<file path="src/rtl/sbpm_pkg.sv">
// ----------------------------------------------------------------------------
// sbpm_pkg - shared types and constants of the stereo block peak meter
// Sample width, log table, register indexes and inter-module structs.
// ----------------------------------------------------------------------------
package sbpm_pkg;

    localparam int SAMPLE_BITS = 16;              // 8..16 with 16-bit sample fields
    localparam int IN_W        = 16;              // width of a sample field
    localparam int MAG_W       = SAMPLE_BITS;     // magnitude, up to 2^(SAMPLE_BITS-1)
    localparam int E_W         = 5;               // leading-one index
    localparam int NORM_W      = 32;              // normalised word
    localparam int FRAC_W      = 16;
    localparam int SEG_W       = 4;
    localparam int DIFF_W      = 12;
    localparam int PROD_W      = DIFF_W + FRAC_W;
    localparam int LG_W        = 20;              // log in 1/4096 dB
    localparam int LEVEL_W     = 12;
    localparam int RANGE_W     = 8;
    localparam int CHAN_W      = 2;
    localparam int CFG_IDX_W   = 2;
    localparam int FIFO_DEPTH  = 8;
    localparam int PTR_W       = $clog2(FIFO_DEPTH);
    localparam int CNT_W       = PTR_W + 1;

    localparam logic [LG_W-1:0] OCTAVE_UNITS = LG_W'(24660);
    localparam logic [LG_W-1:0] ATT_FS       = LG_W'((SAMPLE_BITS - 1) * 24660);

    // register indexes
    localparam logic [CFG_IDX_W-1:0] CFG_RANGE_DB      = CFG_IDX_W'(0);
    localparam logic [CFG_IDX_W-1:0] CFG_CHANNEL_COUNT = CFG_IDX_W'(1);

    localparam logic [RANGE_W-1:0] RANGE_DB_RST      = RANGE_W'(30);
    localparam logic [CHAN_W-1:0]  CHANNEL_COUNT_RST = CHAN_W'(2);

    // segment base, 1/4096 dB: round(81920*log10(1+k/16))
    localparam logic [14:0] LOG_BASE [16] = '{
        15'd0,     15'd2157,  15'd4190,  15'd6114,
        15'd7939,  15'd9675,  15'd11330, 15'd12911,
        15'd14425, 15'd15878, 15'd17273, 15'd18616,
        15'd19910, 15'd21158, 15'd22364, 15'd23531
    };

    // slope of each segment: next base minus this base
    localparam logic [DIFF_W-1:0] LOG_DIFF [16] = '{
        12'd2157, 12'd2033, 12'd1924, 12'd1825,
        12'd1736, 12'd1655, 12'd1581, 12'd1514,
        12'd1453, 12'd1395, 12'd1343, 12'd1294,
        12'd1248, 12'd1206, 12'd1167, 12'd1129
    };

    typedef struct packed {
        logic vld;   // item accepted
        logic last;  // item closes a block
        logic upd;   // channel active
    } t_lane_ctl;

    typedef struct packed {
        logic               vld;
        logic [LEVEL_W-1:0] level;
    } t_lane_out;

    typedef struct packed {
        logic [LEVEL_W-1:0] right_level;
        logic [LEVEL_W-1:0] left_level;
    } t_result;

endpackage

</file>
<file path="src/rtl/sbpm_lane.sv">
// ----------------------------------------------------------------------------
// sbpm_lane - one channel of the peak meter
// Magnitude, running peak, then a four-stage log/level pipeline.
// ----------------------------------------------------------------------------
module sbpm_lane (
    input  logic                          i_clk,
    input  logic                          i_rst_n,
    input  sbpm_pkg::t_lane_ctl           i_ctl,
    input  logic [sbpm_pkg::IN_W-1:0]     i_sample,
    input  logic [sbpm_pkg::RANGE_W-1:0]  i_range_db,
    output sbpm_pkg::t_lane_out           o_out
);
    import sbpm_pkg::*;

    logic [MAG_W-1:0]   v_raw;
    logic [MAG_W-1:0]   v_mag;
    logic [MAG_W-1:0]   v_peak;

    logic               r_a_vld, r_a_last, r_a_upd;
    logic [MAG_W-1:0]   r_a_mag;
    logic [MAG_W-1:0]   r_peak;

    logic               r_b_vld, r_b_upd;
    logic [MAG_W-1:0]   r_b_peak;

    logic [E_W-1:0]     v_e;
    logic [NORM_W-1:0]  v_norm;
    logic               r1_vld, r1_clr;
    logic [E_W-1:0]     r1_e;
    logic [SEG_W-1:0]   r1_k;
    logic [FRAC_W-1:0]  r1_f;

    logic               r2_vld, r2_clr;
    logic [LG_W-1:0]    r2_base;
    logic [PROD_W-1:0]  r2_prod;

    logic [LG_W-1:0]    v_lg;
    logic [LG_W-1:0]    v_att;
    logic [LG_W-1:0]    v_att_rnd;
    logic               r3_vld, r3_clr;
    logic [LEVEL_W-1:0] r3_a16;

    logic [LEVEL_W-1:0] v_top;
    logic               r4_vld;
    logic [LEVEL_W-1:0] r4_level;

    // magnitude; the most negative code maps to full scale by itself
    assign v_raw = i_sample[MAG_W-1:0];
    assign v_mag = v_raw[MAG_W-1] ? MAG_W'(~v_raw + 1'b1) : v_raw;

    assign v_peak = (r_a_upd && (r_a_mag > r_peak)) ? r_a_mag : r_peak;

    always_ff @(posedge i_clk) begin
        if (!i_rst_n) begin
            r_a_vld <= 1'b0;
            r_b_vld <= 1'b0;
            r_peak  <= '0;
        end else begin
            r_a_vld <= i_ctl.vld;
            r_b_vld <= r_a_vld && r_a_last;
            if (r_a_vld) begin
                r_peak <= r_a_last ? '0 : v_peak;
            end
        end
    end

    always_ff @(posedge i_clk) begin
        r_a_mag  <= v_mag;
        r_a_last <= i_ctl.last;
        r_a_upd  <= i_ctl.upd;
        r_b_peak <= v_peak;
        r_b_upd  <= r_a_upd;
    end

    // stage 1: leading one and normalise
    always_comb begin
        v_e = '0;
        for (int i = 0; i < MAG_W; i++) begin
            if (r_b_peak[i]) v_e = E_W'(i);
        end
    end

    assign v_norm = {{(NORM_W-MAG_W){1'b0}}, r_b_peak} << (E_W'(NORM_W - 1) - v_e);

    always_ff @(posedge i_clk) begin
        r1_e   <= v_e;
        r1_k   <= v_norm[NORM_W-2 -: SEG_W];
        r1_f   <= v_norm[NORM_W-2-SEG_W -: FRAC_W];
        r1_clr <= (r_b_peak == '0) || !r_b_upd;
    end

    // stage 2: octave plus segment base, slope times fraction
    always_ff @(posedge i_clk) begin
        r2_base <= LG_W'(LG_W'(r1_e) * OCTAVE_UNITS) + LG_W'(LOG_BASE[r1_k]);
        r2_prod <= PROD_W'(LOG_DIFF[r1_k]) * PROD_W'(r1_f);
        r2_clr  <= r1_clr;
    end

    // stage 3: attenuation below full scale, rounded to 1/16 dB
    assign v_lg      = r2_base + LG_W'((r2_prod + PROD_W'(32768)) >> FRAC_W);
    assign v_att     = (ATT_FS > v_lg) ? (ATT_FS - v_lg) : '0;
    assign v_att_rnd = v_att + LG_W'(128);

    always_ff @(posedge i_clk) begin
        r3_a16 <= v_att_rnd[8 +: LEVEL_W];
        r3_clr <= r2_clr;
    end

    // stage 4: subtract from the displayed range, floor at zero
    assign v_top = {i_range_db, 4'b0000};

    always_ff @(posedge i_clk) begin
        if (r3_clr || (r3_a16 >= v_top)) begin
            r4_level <= '0;
        end else begin
            r4_level <= v_top - r3_a16;
        end
    end

    always_ff @(posedge i_clk) begin
        if (!i_rst_n) begin
            r1_vld <= 1'b0;
            r2_vld <= 1'b0;
            r3_vld <= 1'b0;
            r4_vld <= 1'b0;
        end else begin
            r1_vld <= r_b_vld;
            r2_vld <= r1_vld;
            r3_vld <= r2_vld;
            r4_vld <= r3_vld;
        end
    end

    assign o_out.vld   = r4_vld;
    assign o_out.level = r4_level;

endmodule

</file>
<file path="src/rtl/sbpm_merge.sv">
// ----------------------------------------------------------------------------
// sbpm_merge - joins the lane levels into one result item
// Small result queue with a credit count that covers items still in the lanes.
// ----------------------------------------------------------------------------
module sbpm_merge (
    input  logic                          i_clk,
    input  logic                          i_rst_n,
    input  logic                          i_take,      // block-closing item accepted
    input  sbpm_pkg::t_lane_out           i_left,
    input  sbpm_pkg::t_lane_out           i_right,
    output logic                          o_room,
    output logic                          m_axis_tvalid,
    input  logic                          m_axis_tready,
    output sbpm_pkg::t_result             m_axis_tdata
);
    import sbpm_pkg::*;

    t_result            r_mem [FIFO_DEPTH];
    logic [PTR_W-1:0]   r_wr_ptr, r_rd_ptr;
    logic [CNT_W-1:0]   r_fill, r_credit;
    logic               v_pop;

    assign v_pop         = m_axis_tvalid && m_axis_tready;
    assign m_axis_tvalid = (r_fill != '0);
    assign m_axis_tdata  = r_mem[r_rd_ptr];
    assign o_room        = (r_credit < CNT_W'(FIFO_DEPTH));

    always_ff @(posedge i_clk) begin
        if (i_left.vld) begin
            r_mem[r_wr_ptr] <= '{right_level: i_right.level, left_level: i_left.level};
        end
    end

    always_ff @(posedge i_clk) begin
        if (!i_rst_n) begin
            r_wr_ptr <= '0;
            r_rd_ptr <= '0;
            r_fill   <= '0;
            r_credit <= '0;
        end else begin
            if (i_left.vld) r_wr_ptr <= r_wr_ptr + 1'b1;
            if (v_pop)      r_rd_ptr <= r_rd_ptr + 1'b1;
            r_fill   <= r_fill + CNT_W'(i_left.vld) - CNT_W'(v_pop);
            r_credit <= r_credit + CNT_W'(i_take) - CNT_W'(v_pop);
        end
    end

endmodule

</file>
<file path="src/rtl/stereo_block_peak_db_meter.sv">
// ----------------------------------------------------------------------------
// stereo_block_peak_db_meter - per-channel block peak level in 1/16 dB
// Two lanes track channel peaks; at the end of a block each lane turns its
// peak into range_db + 20*log10(peak/full scale), floored at 0.
// ----------------------------------------------------------------------------
// Throughput: one item per cycle, closing items too, while the queue has room.
// Path: a closing item is registered through the input, peak, normalise, multiply,
//   atten and level stages, then queued, before its result is valid.
// An 8-entry result queue with a credit count parts input from output.
// Reset (synchronous, active low): peaks cleared, queue empty,
//   range_db = 30, channel_count = 2.
module stereo_block_peak_db_meter (
    input  logic                             i_clk,
    input  logic                             i_rst_n,
    input  logic                             s_axis_tvalid,
    output logic                             s_axis_tready,
    input  logic [31:0]                      s_axis_tdata,  // left_sample, right_sample
    input  logic                             s_axis_tlast,  // last_in_block
    output logic                             m_axis_tvalid,
    input  logic                             m_axis_tready,
    output logic [23:0]                      m_axis_tdata,  // left_level, right_level
    input  logic                             i_cfg_valid,
    output logic                             o_cfg_ready,
    input  logic [sbpm_pkg::CFG_IDX_W-1:0]   i_cfg_index,
    input  logic [7:0]                       i_cfg_data
);
    import sbpm_pkg::*;

    logic [RANGE_W-1:0] r_range_db;
    logic [CHAN_W-1:0]  r_channel_count;
    logic               w_accept, w_stereo, w_room;
    t_lane_ctl          w_ctl_l, w_ctl_r;
    t_lane_out          w_lane_l, w_lane_r;
    t_result            w_result;

    assign o_cfg_ready = 1'b1;

    always_ff @(posedge i_clk) begin
        if (!i_rst_n) begin
            r_range_db      <= RANGE_DB_RST;
            r_channel_count <= CHANNEL_COUNT_RST;
        end else if (i_cfg_valid) begin
            unique case (i_cfg_index)
                CFG_RANGE_DB:      r_range_db      <= i_cfg_data[RANGE_W-1:0];
                CFG_CHANNEL_COUNT: r_channel_count <= i_cfg_data[CHAN_W-1:0];
                default: ;
            endcase
        end
    end

    // count 0 behaves as mono, 3 as stereo
    assign w_stereo      = r_channel_count[1];
    assign s_axis_tready = w_room;
    assign w_accept      = s_axis_tvalid && s_axis_tready;

    assign w_ctl_l = '{vld: w_accept, last: s_axis_tlast, upd: 1'b1};
    assign w_ctl_r = '{vld: w_accept, last: s_axis_tlast, upd: w_stereo};

    sbpm_lane u_lane_l (
        .i_clk      (i_clk),
        .i_rst_n    (i_rst_n),
        .i_ctl      (w_ctl_l),
        .i_sample   (s_axis_tdata[IN_W-1:0]),
        .i_range_db (r_range_db),
        .o_out      (w_lane_l)
    );

    sbpm_lane u_lane_r (
        .i_clk      (i_clk),
        .i_rst_n    (i_rst_n),
        .i_ctl      (w_ctl_r),
        .i_sample   (s_axis_tdata[2*IN_W-1:IN_W]),
        .i_range_db (r_range_db),
        .o_out      (w_lane_r)
    );

    sbpm_merge u_merge (
        .i_clk         (i_clk),
        .i_rst_n       (i_rst_n),
        .i_take        (w_accept && s_axis_tlast),
        .i_left        (w_lane_l),
        .i_right       (w_lane_r),
        .o_room        (w_room),
        .m_axis_tvalid (m_axis_tvalid),
        .m_axis_tready (m_axis_tready),
        .m_axis_tdata  (w_result)
    );

    assign m_axis_tdata = w_result;

    // lanes run in lockstep
    a_lanes_aligned: assert property (@(posedge i_clk) disable iff (!i_rst_n)
        w_lane_l.vld == w_lane_r.vld)
        else $error("lane results out of step");

    // a lane result comes only from an earlier accepted block-closing item
    a_lane_origin: assert property (@(posedge i_clk) disable iff (!i_rst_n)
        w_lane_l.vld |-> $past(w_accept && s_axis_tlast, 6))
        else $error("lane result without a closing item");

    // credits run out only with results already queued
    a_no_room_has_result: assert property (@(posedge i_clk) disable iff (!i_rst_n)
        !s_axis_tready |-> m_axis_tvalid)
        else $error("input held off with nothing to deliver");

endmodule
</file>
<file path="config.mk">
export PLATFORM = sky130hd
export DESIGN_NAME = stereo_block_peak_db_meter
export DESIGN_NICKNAME = d
export VERILOG_FILES = /design/src/rtl/sbpm_pkg.sv /design/src/rtl/sbpm_lane.sv /design/src/rtl/sbpm_merge.sv /design/src/rtl/stereo_block_peak_db_meter.sv
export SDC_FILE = /design/constraint.sdc
export NUM_CORES = 1
export LEC_CHECK = 0
export BUFFER_PORTS_ARGS = -buffer_cell sky130_fd_sc_hd__buf_2
export CORE_ASPECT_RATIO = 1.25
export CORE_MARGIN = 2
export CORE_UTILIZATION = 65
export DETAILED_ROUTE_END_ITERATION = 6
export MAX_ROUTING_LAYER = met4
export PLACE_DENSITY = 0.86
export SETUP_SLACK_MARGIN = 0.5
export SLEW_MARGIN = 10
export SYNTH_ARGS = -nofsm -noshare
export SYNTH_HDL_FRONTEND = slang
export SYNTH_SLANG_ARGS = --single-unit
</file>
<file path="constraint.sdc">
create_clock -name i_clk -period 10.4 [get_ports i_clk]
set_input_delay 2.08 -clock i_clk [delete_from_list [all_inputs] [get_ports i_clk]]
set_output_delay 2.08 -clock i_clk [all_outputs]
set_load 0.02 [all_outputs]
</file>
Word level (Yosys, flattened, before mapping)
Memories as Yosys holds them, arrays and structs flattened. A register that Yosys moved wholly into a read port is not among the register bits.
Cells that the tools add are included.
- ROM bits: 864
- register bits: 327
- bits of input ports: 48
- RAM bits: 192
- memories kept: 5
- logic and storage cells: 155
- output and inout bits: 27
- memories (memory ; depth ; width ; rd ports ; clocked after memory_dff ; wr ports ; RTL line ; RTL):
    (no name shown) ; 16 ; 15 ; 1 ; 0 ; 0 ; sbpm_lane.sv:94 ; r2_base <= LG_W'(LG_W'(r1_e) * OCTAVE_UNITS) + LG_W'(LOG_BASE[r1_k]);
    (no name shown) ; 16 ; 15 ; 1 ; 0 ; 0 ; sbpm_lane.sv:94 ;
    (no name shown) ; 16 ; 12 ; 1 ; 0 ; 0 ; sbpm_lane.sv:95 ; r2_prod <= PROD_W'(LOG_DIFF[r1_k]) * PROD_W'(r1_f);
    (no name shown) ; 16 ; 12 ; 1 ; 0 ; 0 ; sbpm_lane.sv:95 ;
    u_merge.r_mem ; 8 ; 24 ; 1 ; 1 ; 1 ; sbpm_merge.sv:18 ; t_result r_mem [FIFO_DEPTH];
- multipliers: 4
- mux-type cells: 50
- shifts and indexed selects: 2
- bitwise logic cells: 4
- equal/unequal tests: 1
- order comparisons: 9
- reductions and logical operators: 15
- add/subtract/negate cells: 22
- operators with widths (kind ; number):
    two-way mux 15 bit ; 6
    two-way mux 16 bit ; 4
    two-way mux 4 bit ; 16
    << shifter 16 x 5 -> 31 bit ; 2
    adder 28 x 16 -> 28 bit, second input constant ; 2
    multiplier 12 x 16 -> 28 bit ; 2
    two-way mux 12 bit ; 4
    adder 20 x 12 -> 20 bit ; 2
    adder 20 x 15 -> 20 bit ; 2
    adder 20 x 8 -> 20 bit, second input constant ; 2
    > comparator 19 x 20 -> 1 bit, first input constant ; 2
    two-way mux 20 bit ; 2
    subtractor 19 x 20 -> 20 bit, first input constant ; 2
    multiplier 4 x 13 -> 17 bit, second input constant ; 2
    adder 16 x 1 -> 16 bit, second input constant ; 2
    > comparator 16 bit ; 2
    zero test 16 bit ; 2
    inverter 16 bit ; 2
    two-way mux 3 bit ; 10
    greater-or-equal comparator 12 bit ; 2
    subtractor 12 bit ; 2
    greater-or-equal comparator 5 bit, second input constant ; 2
    inverter 4 -> 5 bit ; 2
    subtractor 5 x 4 -> 5 bit, first input constant ; 2
    13 further kinds ; 29

Depth between registers and ports, before layout
Gate-level depths: netlist (run 1).
- word-level depth: 17
- depth in mapped cells: 29
- gate-level depth less buffers: 27

Hierarchy
A second synthesis (run 1) with hierarchy kept.
- cells, all modules: 3185
- area, all modules: 32645.1 um2
- modules (own cells, without submodules) (module ; area each (um2) ; cells each ; seq. area each (um2) ; instances):
    sbpm_lane at u_lane_r ; 12052.8 ; 1398 ; 2722.6 ; 1
    sbpm_lane at u_lane_l ; 12030.3 ; 1371 ; 2722.6 ; 1
    sbpm_merge ; 8145.3 ; 373 ; 6105.9 ; 1
    stereo_block_peak_db_meter ; 416.6 ; 43 ; 180.2 ; 1

Least setup slack after synthesis (run 1)
OpenSTA, ideal clock, no wires.
- path type: register -> register
- start point: register u_lane_l.r1_k[3]
- end point: register u_lane_l.r2_prod[27]
- data arrival time: 6.624 ns
- setup time: 0.072 ns
- clock period less this slack: 6.696 ns
- cell stages (with the launch flop): 27
- data required time: 10.328 ns
- path buffers: 4
- setup slack: 3.704 ns
- cell sequence: dfxtp_1 -> clkbuf_1 -> clkbuf_1 -> buf_1 -> nor3_1 -> a31oi_1 -> clkbuf_1 -> nand2_1 -> fa_1 -> fa_1 -> inv_1 -> ha_1 -> fa_1 -> inv_1 -> fa_1 -> inv_1 -> ha_1 -> nand4_1 -> nor3_1 -> and4_1 -> o31a_1 -> o41ai_4 -> o21ai_1 -> or4_1 -> a311o_1 -> a21oi_1 -> xnor2_1
- longest elaborated chain between the ends: 5
- ends and longest elaborated chain (item ; RTL line ; RTL):
    start, declared ; sbpm_lane.sv:30 ; logic [SEG_W-1:0] r1_k;
    start signal, assigned ; sbpm_lane.sv:87 ; r1_k <= v_norm[NORM_W-2 -: SEG_W];
    inverter 4 -> 5 bit (not written as such) ; sbpm_lane.sv:95 ;
    memory (16 x 12 bit) ; -- ;
    two-way mux 12 bit (not written as such) (2 in a row) ; sbpm_lane.sv:95 ;
    multiplier 12 x 16 -> 28 bit ; sbpm_lane.sv:95 ;
    end signal, assigned ; sbpm_lane.sv:95 ;
    end, declared ; sbpm_lane.sv:35 ; logic [PROD_W-1:0] r2_prod;
No other way between the ends. The select of a mux whose other input is x is not followed.
A chain may end at the register's enable or synchronous reset.

Worst setup path in the final report (run 1)
- start point: register u_lane_l.r1_k[0]
- end point: register u_lane_l.r2_prod[27]
Same word-level chain as after synthesis.

==> impl_metrics.json, run 1 <==
{
  "port_buffers": 73,
  "synth.distinct_cells": 89,
  "critical_path_class": "reg -> reg",
  "arrival_ns": 8.12,
  "finalNetCount": 3639,
  "mostFrequentLayoutCells": "356 x inv_1, 305 x nand2_1, 287 x dfxtp_1",
  "cts_num_sinks": 481,
  "slew_headroom": 0.1756,
  "cts_tree": "built",
  "finalCritPeriodShare": 0.7317,
  "die_w_um": 201.8,
  "async_reset_ff_frac": 0,
  "synth-seq-cells": 481,
  "synth_top_area_frac": 0.1820,
  "final_common_cell": "inv_1",
  "min_period_ns": 7.609,
  "worstSetupEndpointType": "flop",
  "busiest_layer": "met2",
  "rsz0062_at_grt": "false",
  "route.detailed.drc": 0,
  "clk_latency_ns": 0.59,
  "drv_cap": 0,
  "hpwl_um": 52610,
  "multi_input_area_mm2": 0.01851,
  "finalHoldViolations": 0,
  "met2_usage": 0.5555,
  "synthToLayoutAreaGrowth_pct": 7.933,
  "slowest_stage": "o21ai_0",
  "mappedNetlistArea_mm2": 0.03178,
  "drt_iter0_markers": 1346,
  "status": "complete, no violations",
  "tightest_slew_ns": 1.224,
  "regArea_mm2": 0.01156,
  "gp_congestion": 0.8994,
  "clk_pin_slew_ns": 0.07,
  "avgSynthCellArea_um2": 10.25,
  "cts_root_buffer": "clkbuf_16",
  "yosys.area.top_type": "dfxtp_1",
  "overflow": 0,
  "synth_area_leaders": "dfxtp_1 18%, edfxtp_1 18%, fa_1 12%",
  "hold_class": "reg -> reg",
  "cp-start-kind": "flop",
  "r2r_slack_ns": 2.79,
  "critPathMaxStageDelay_ns": 0.95,
  "report.final.slew_viol_count": 0,
  "cp_max_fo": 11,
  "ys_seq_area_frac": 0.3635,
  "cts.path.max_buffers": 3,
  "start_util": 0.6579,
  "holdBufCountCts": 0,
  "fp.dieH_um": 251.2,
  "numCtsBuffers": 46,
  "finalSetupViolCount": 0,
  "ant_nets": 0,
  "rows": 90,
  "cts-htree-levels": 2,
  "clock.fmax_mhz": 131.4,
  "vias": 22790,
  "grt_start_max_net_pins": 49,
  "ys.flop_type": "dfxtp_1",
  "grt_antenna_before_repair": 1,
  "firstDrtPassIters": 6,
  "gr-usage-met1": 0.3211,
  "viasPerCell": 5.978,
  "n_fill_cell": 3321,
  "drive_above_1_share": 0.1001,
  "cp.required_ns": 10.91,
  "ys_warn_count": 0,
  "io_pins": 75,
  "synth_edf_count": 192,
  "track_usage": 0.2977,
  "setup_tns_ns": 0,
  "grt_pass1_wl_um": 118400,
  "grt_use_met3": 0.03863,
  "wire_per_inst_um": 18.99,
  "skew_ns": 0.02395,
  "die_area_mm2": 0.05069,
  "postCtsSetupRepairBufs": 0,
  "grt_pass1_vias": 24040,
  "coreArea_mm2": 0.04831,
  "critPathMostFrequentCell": "inv_1",
  "cts_resized": 0,
  "drt-total-wl_um": 72370,
  "synth_cells": 3102
}
final timing paths:
check                      startpoint                      endpoint  depth (start not counted)
min           u_lane_l.r2_clr$_DFF_P_       u_lane_l.r3_clr$_DFF_P_                          0
min reg2reg   u_lane_l.r2_clr$_DFF_P_       u_lane_l.r3_clr$_DFF_P_                          0
max          u_lane_l.r1_k[0]$_DFF_P_  u_lane_l.r2_prod[27]$_DFF_P_                         25
max reg2reg  u_lane_l.r1_k[0]$_DFF_P_  u_lane_l.r2_prod[27]$_DFF_P_                         25
critical path, delay by kind of cell, from the launching register on:
| kind | cells | cell delay (ns) |
|---|---|---|
| simple gates | 5 | 1.11 |
| xor+xnor | 2 | 0.29 |
| flops | 1 | 0.57 |
| fa+ha+maj | 7 | 2.83 |
| buf+inv | 5 | 0.40 |
| compound gates | 6 | 2.33 |
kinds of logic after synthesis:
| group | after synthesis | share of synthesized area |
|---|---|---|
| multiplexers | 147 | 0.06756 |
| AND/OR/NAND/NOR | 870 | 0.1341 |
| buffers and inverters | 474 | 0.05626 |
| AO/OA/AOI/OAI | 480 | 0.1017 |
| other | 2 | 0.0002363 |
| adder cells (fa/ha/maj) | 460 | 0.2250 |
| flip-flops | 481 | 0.3635 |
| XOR/XNOR | 188 | 0.05181 |
final cells by class:
class | instances | area share
Multi-Input combinational cell | 2148 | 0.5397
Sequential cell | 481 | 0.3369
Clock buffer | 63 | 0.03917
Inverter | 356 | 0.03896
Tap cell | 644 | 0.02349
Timing Repair Buffer | 99 | 0.01634
Clock inverter | 20 | 0.005362
Antenna cell | 1 | 0.00007295
sequential cells by signal, indices dropped and copies added (netlist names), 8 cells and up, named ones only:
register and count:
u_lane_l.r1_f 11, u_lane_l.r4_level 12, u_lane_r.r3_a16 12, u_lane_l.r2_prod 13
u_lane_r.r2_prod 13, u_lane_r.r1_f 11, u_merge.r_mem 192, u_lane_l.r_a_mag 16
u_lane_r.r_peak 16, r_range_db 8, u_lane_l.r_peak 16, u_lane_l.r3_a16 12
u_lane_r.r4_level 12, u_lane_r.r_b_peak 16, u_lane_l.r_b_peak 16, u_lane_l.r2_base 20
u_lane_r.r_a_mag 16, u_lane_r.r2_base 20
cell usage after synthesis, types with 21 or more instances:
| master | instances |
|---|---|
| inv_1 | 356 |
| nand2_1 | 305 |
| dfxtp_1 | 289 |
| ha_1 | 273 |
| edfxtp_1 | 192 |
| fa_1 | 186 |
| nor2_1 | 162 |
| xnor2_1 | 142 |
| and2_1 | 126 |
| o21ai_0 | 109 |
| a21oi_1 | 105 |
| clkbuf_1 | 102 |
| mux2_2 | 50 |
| mux4_2 | 49 |
| mux2i_1 | 48 |
| nor3_1 | 47 |
| xor2_1 | 46 |
| nor2b_1 | 45 |
| nand3_1 | 36 |
| and3_1 | 31 |
| nand2b_1 | 31 |
| o21bai_1 | 31 |
| a21o_1 | 25 |
| o21a_1 | 22 |
| o211ai_1 | 21 |
metrics by stage:
stage	setup slack, ns	util	hold slack (ns)	cells	instance area [um2]
floorplan	3.704	-	0.3096	3103	31790
global placement	2.992	0.6784	0.3102	3728	32770
detailed placement	2.836	0.6784	0.3157	3728	32770
CTS	2.797	0.7100	0.3292	3811	34300
global route	2.294	0.7101	0.3475	3812	34300
finish	2.791	0.7101	0.3312	3812	34300
layer usage:
layer	up-vias	share of wire
met5	-	0
met2	733	0.54
met3	237	0.048
met4	0	0.038
li1	10630	-
met1	11190	0.38
Power of run 1 is not shown: default switching activity piles up to over one toggle a cycle in this logic, so the estimate is an artifact.
==> run 2, diff against run 1 <==
--- a/config.mk
+++ b/config.mk
@@ -8,10 +8,10 @@
 export BUFFER_PORTS_ARGS = -buffer_cell sky130_fd_sc_hd__buf_2
 export CORE_ASPECT_RATIO = 1.25
 export CORE_MARGIN = 2
-export CORE_UTILIZATION = 65
+export CORE_UTILIZATION = 64
 export DETAILED_ROUTE_END_ITERATION = 6
 export MAX_ROUTING_LAYER = met4
-export PLACE_DENSITY = 0.86
+export PLACE_DENSITY = 0.85
 export SETUP_SLACK_MARGIN = 0.5
 export SLEW_MARGIN = 10
 export SYNTH_ARGS = -nofsm -noshare
==> constraint.sdc (replaced) <==
create_clock -name i_clk -period 7.6 [get_ports i_clk]
set_input_delay 1.52 -clock i_clk [delete_from_list [all_inputs] [get_ports i_clk]]
set_output_delay 1.52 -clock i_clk [all_outputs]
set_load 0.02 [all_outputs]
==> run 2 against run 1 <==
Design area up 0.39%. First-iteration DRC count up 9.2%. Non-clock buffer count up 10. Die area increased by 1.5%. Routed wire length fell by 0.57%. Via count down 0.19%. Highest routed layer unchanged.
==> impl_metrics.json, run 2 (synthesis results as in run 1) <==
{
  "die_area_mm2": 0.05147,
  "n_fill_cell": 3373,
  "slew_headroom": 0.1904,
  "setup_tns_ns": 0,
  "worstSetupEndpointType": "flop",
  "min_period_ns": 6.855,
  "slowest_stage": "fa_1",
  "fp.dieH_um": 253.1,
  "largest_reg_flops": 192,
  "critPathMostFrequentCell": "fa_1",
  "synthToLayoutAreaGrowth_pct": 8.354,
  "coreArea_mm2": 0.04919,
  "firstDrtPassIters": 5,
  "skew_ns": 0.02298,
  "cp-start-kind": "flop",
  "io_pins": 75,
  "grt_start_max_net_pins": 49,
  "wire_per_inst_um": 18.78,
  "drive_above_1_share": 0.1057,
  "ant_nets": 0,
  "finalSetupViolCount": 0,
  "tightest_slew_ns": 1.206,
  "cts.path.max_buffers": 3,
  "drt-total-wl_um": 71960,
  "cts-htree-levels": 2,
  "reg.largest.list": "u_merge.r_mem: 192 flops, u_lane_l.r2_base: 20 flops, u_lane_r.r2_base: 20 flops",
  "start_util": 0.6461,
  "drv_cap": 0,
  "arrival_ns": 7.36,
  "critPathMaxStageDelay_ns": 0.54,
  "cts_root_buffer": "clkbuf_16",
  "track_usage": 0.2935,
  "holdBufCountCts": 0,
  "vias": 22750,
  "cts_num_sinks": 481,
  "numCtsBuffers": 46,
  "multi_input_area_mm2": 0.01853,
  "gp_congestion": 0.9430,
  "hpwl_um": 52130,
  "finalNetCount": 3649,
  "drt_iter0_markers": 1470,
  "overflow": 0,
  "finalHoldViolations": 0,
  "top_register": "u_merge.r_mem",
  "clk_latency_ns": 0.59,
  "final_common_cell": "inv_1",
  "grt_antenna_before_repair": 0,
  "clock.fmax_mhz": 145.9,
  "route.detailed.drc": 0,
  "cts_tree": "built",
  "critical_path_class": "reg -> reg",
  "mostFrequentLayoutCells": "356 x inv_1, 305 x nand2_1, 283 x dfxtp_1",
  "regArea_mm2": 0.01156,
  "viasPerCell": 5.938,
  "port_buffers": 73,
  "rsz0062_at_grt": "false",
  "die_w_um": 203.3,
  "grt_pass1_wl_um": 118400,
  "clk_pin_slew_ns": 0.07,
  "status": "complete, no violations",
  "hold_class": "reg -> reg",
  "rows": 91,
  "grt_pass1_vias": 23900,
  "finalCritPeriodShare": 0.9020,
  "antenna_cells": 0,
  "report.final.slew_viol_count": 0,
  "cp_max_fo": 11,
  "cp.required_ns": 8.11
}
[run 2: changes by cell type in the layout (fill, tap and decap cells not counted), moves of 3 or more]
cell,delta
buf_4,+10
dfxtp_1,-4
clkbuf_8,+3
dfxtp_2,+3
[run 2: cell type report]
type                    count  area share
multi-input cells        2148      0.5382
flip-flops and latches    481      0.3358
well taps                 651     0.02365
clock inverters            22    0.005886
inverters                 356     0.03880
clock buffers              64     0.03924
repair buffers            109     0.01846
[run 2: through the flow]
| stage | utilization | setup slack, ns | hold WS, ns | cells | cell area [um2] |
|---|---|---|---|---|---|
| after floorplan | - | 0.9043 | 0.3096 | 3103 | 31790 |
| after global placement | 0.6677 | 0.7516 | 0.3161 | 3744 | 32840 |
| after detailed placement | 0.6677 | 0.5516 | 0.3121 | 3744 | 32840 |
| after CTS | 0.6993 | 0.5286 | 0.3196 | 3830 | 34400 |
| after global routing | 0.7001 | 0.5072 | 0.3367 | 3831 | 34440 |
| final | 0.7001 | 0.7448 | 0.3184 | 3831 | 34440 |
[run 2: worst paths after layout]
kind	end	slack [ns]	cells past startpoint	startpoint
worst max-delay path	u_lane_l.r2_prod[27]$_DFF_P_	0.74	25	u_lane_l.r1_k[0]$_DFF_P_
worst min-delay path	u_lane_l.r3_clr$_DFF_P_	0.32	0	u_lane_l.r2_clr$_DFF_P_
worst max register to register	u_lane_l.r2_prod[27]$_DFF_P_	0.74	25	u_lane_l.r1_k[0]$_DFF_P_
worst min register to register	u_lane_l.r3_clr$_DFF_P_	0.32	0	u_lane_l.r2_clr$_DFF_P_
[run 2: layer usage]
metal | track usage | vias up | share of wire
li1 | - | 10660 | -
met1 | 0.3237 | 11170 | 0.38
met2 | 0.5380 | 718 | 0.54
met3 | 0.03771 | 195 | 0.047
met4 | 0.1116 | 0 | 0.035
met5 | - | - | 0
[run 2: what timing repair did]
action | 4_1_cts | 5_1_grt
buffers inserted | 0 | 1
endpoints found under the setup margin | 0 | 9
endpoints found under the hold margin | 0 | 0
resized for setup | 0 | 12
[run 2: critical path: cells and delay by family (launching register included)]
family / cells / cell delay, ns
adder cells (fa/ha/maj): 7 / 2.98
AO/OA/AOI/OAI: 6 / 1.61
AND/OR/NAND/NOR: 6 / 1.22
buffers and inverters: 5 / 0.52
flip-flops: 1 / 0.31
XOR/XNOR: 1 / 0.13
Power of run 2 is left out for the same reason.
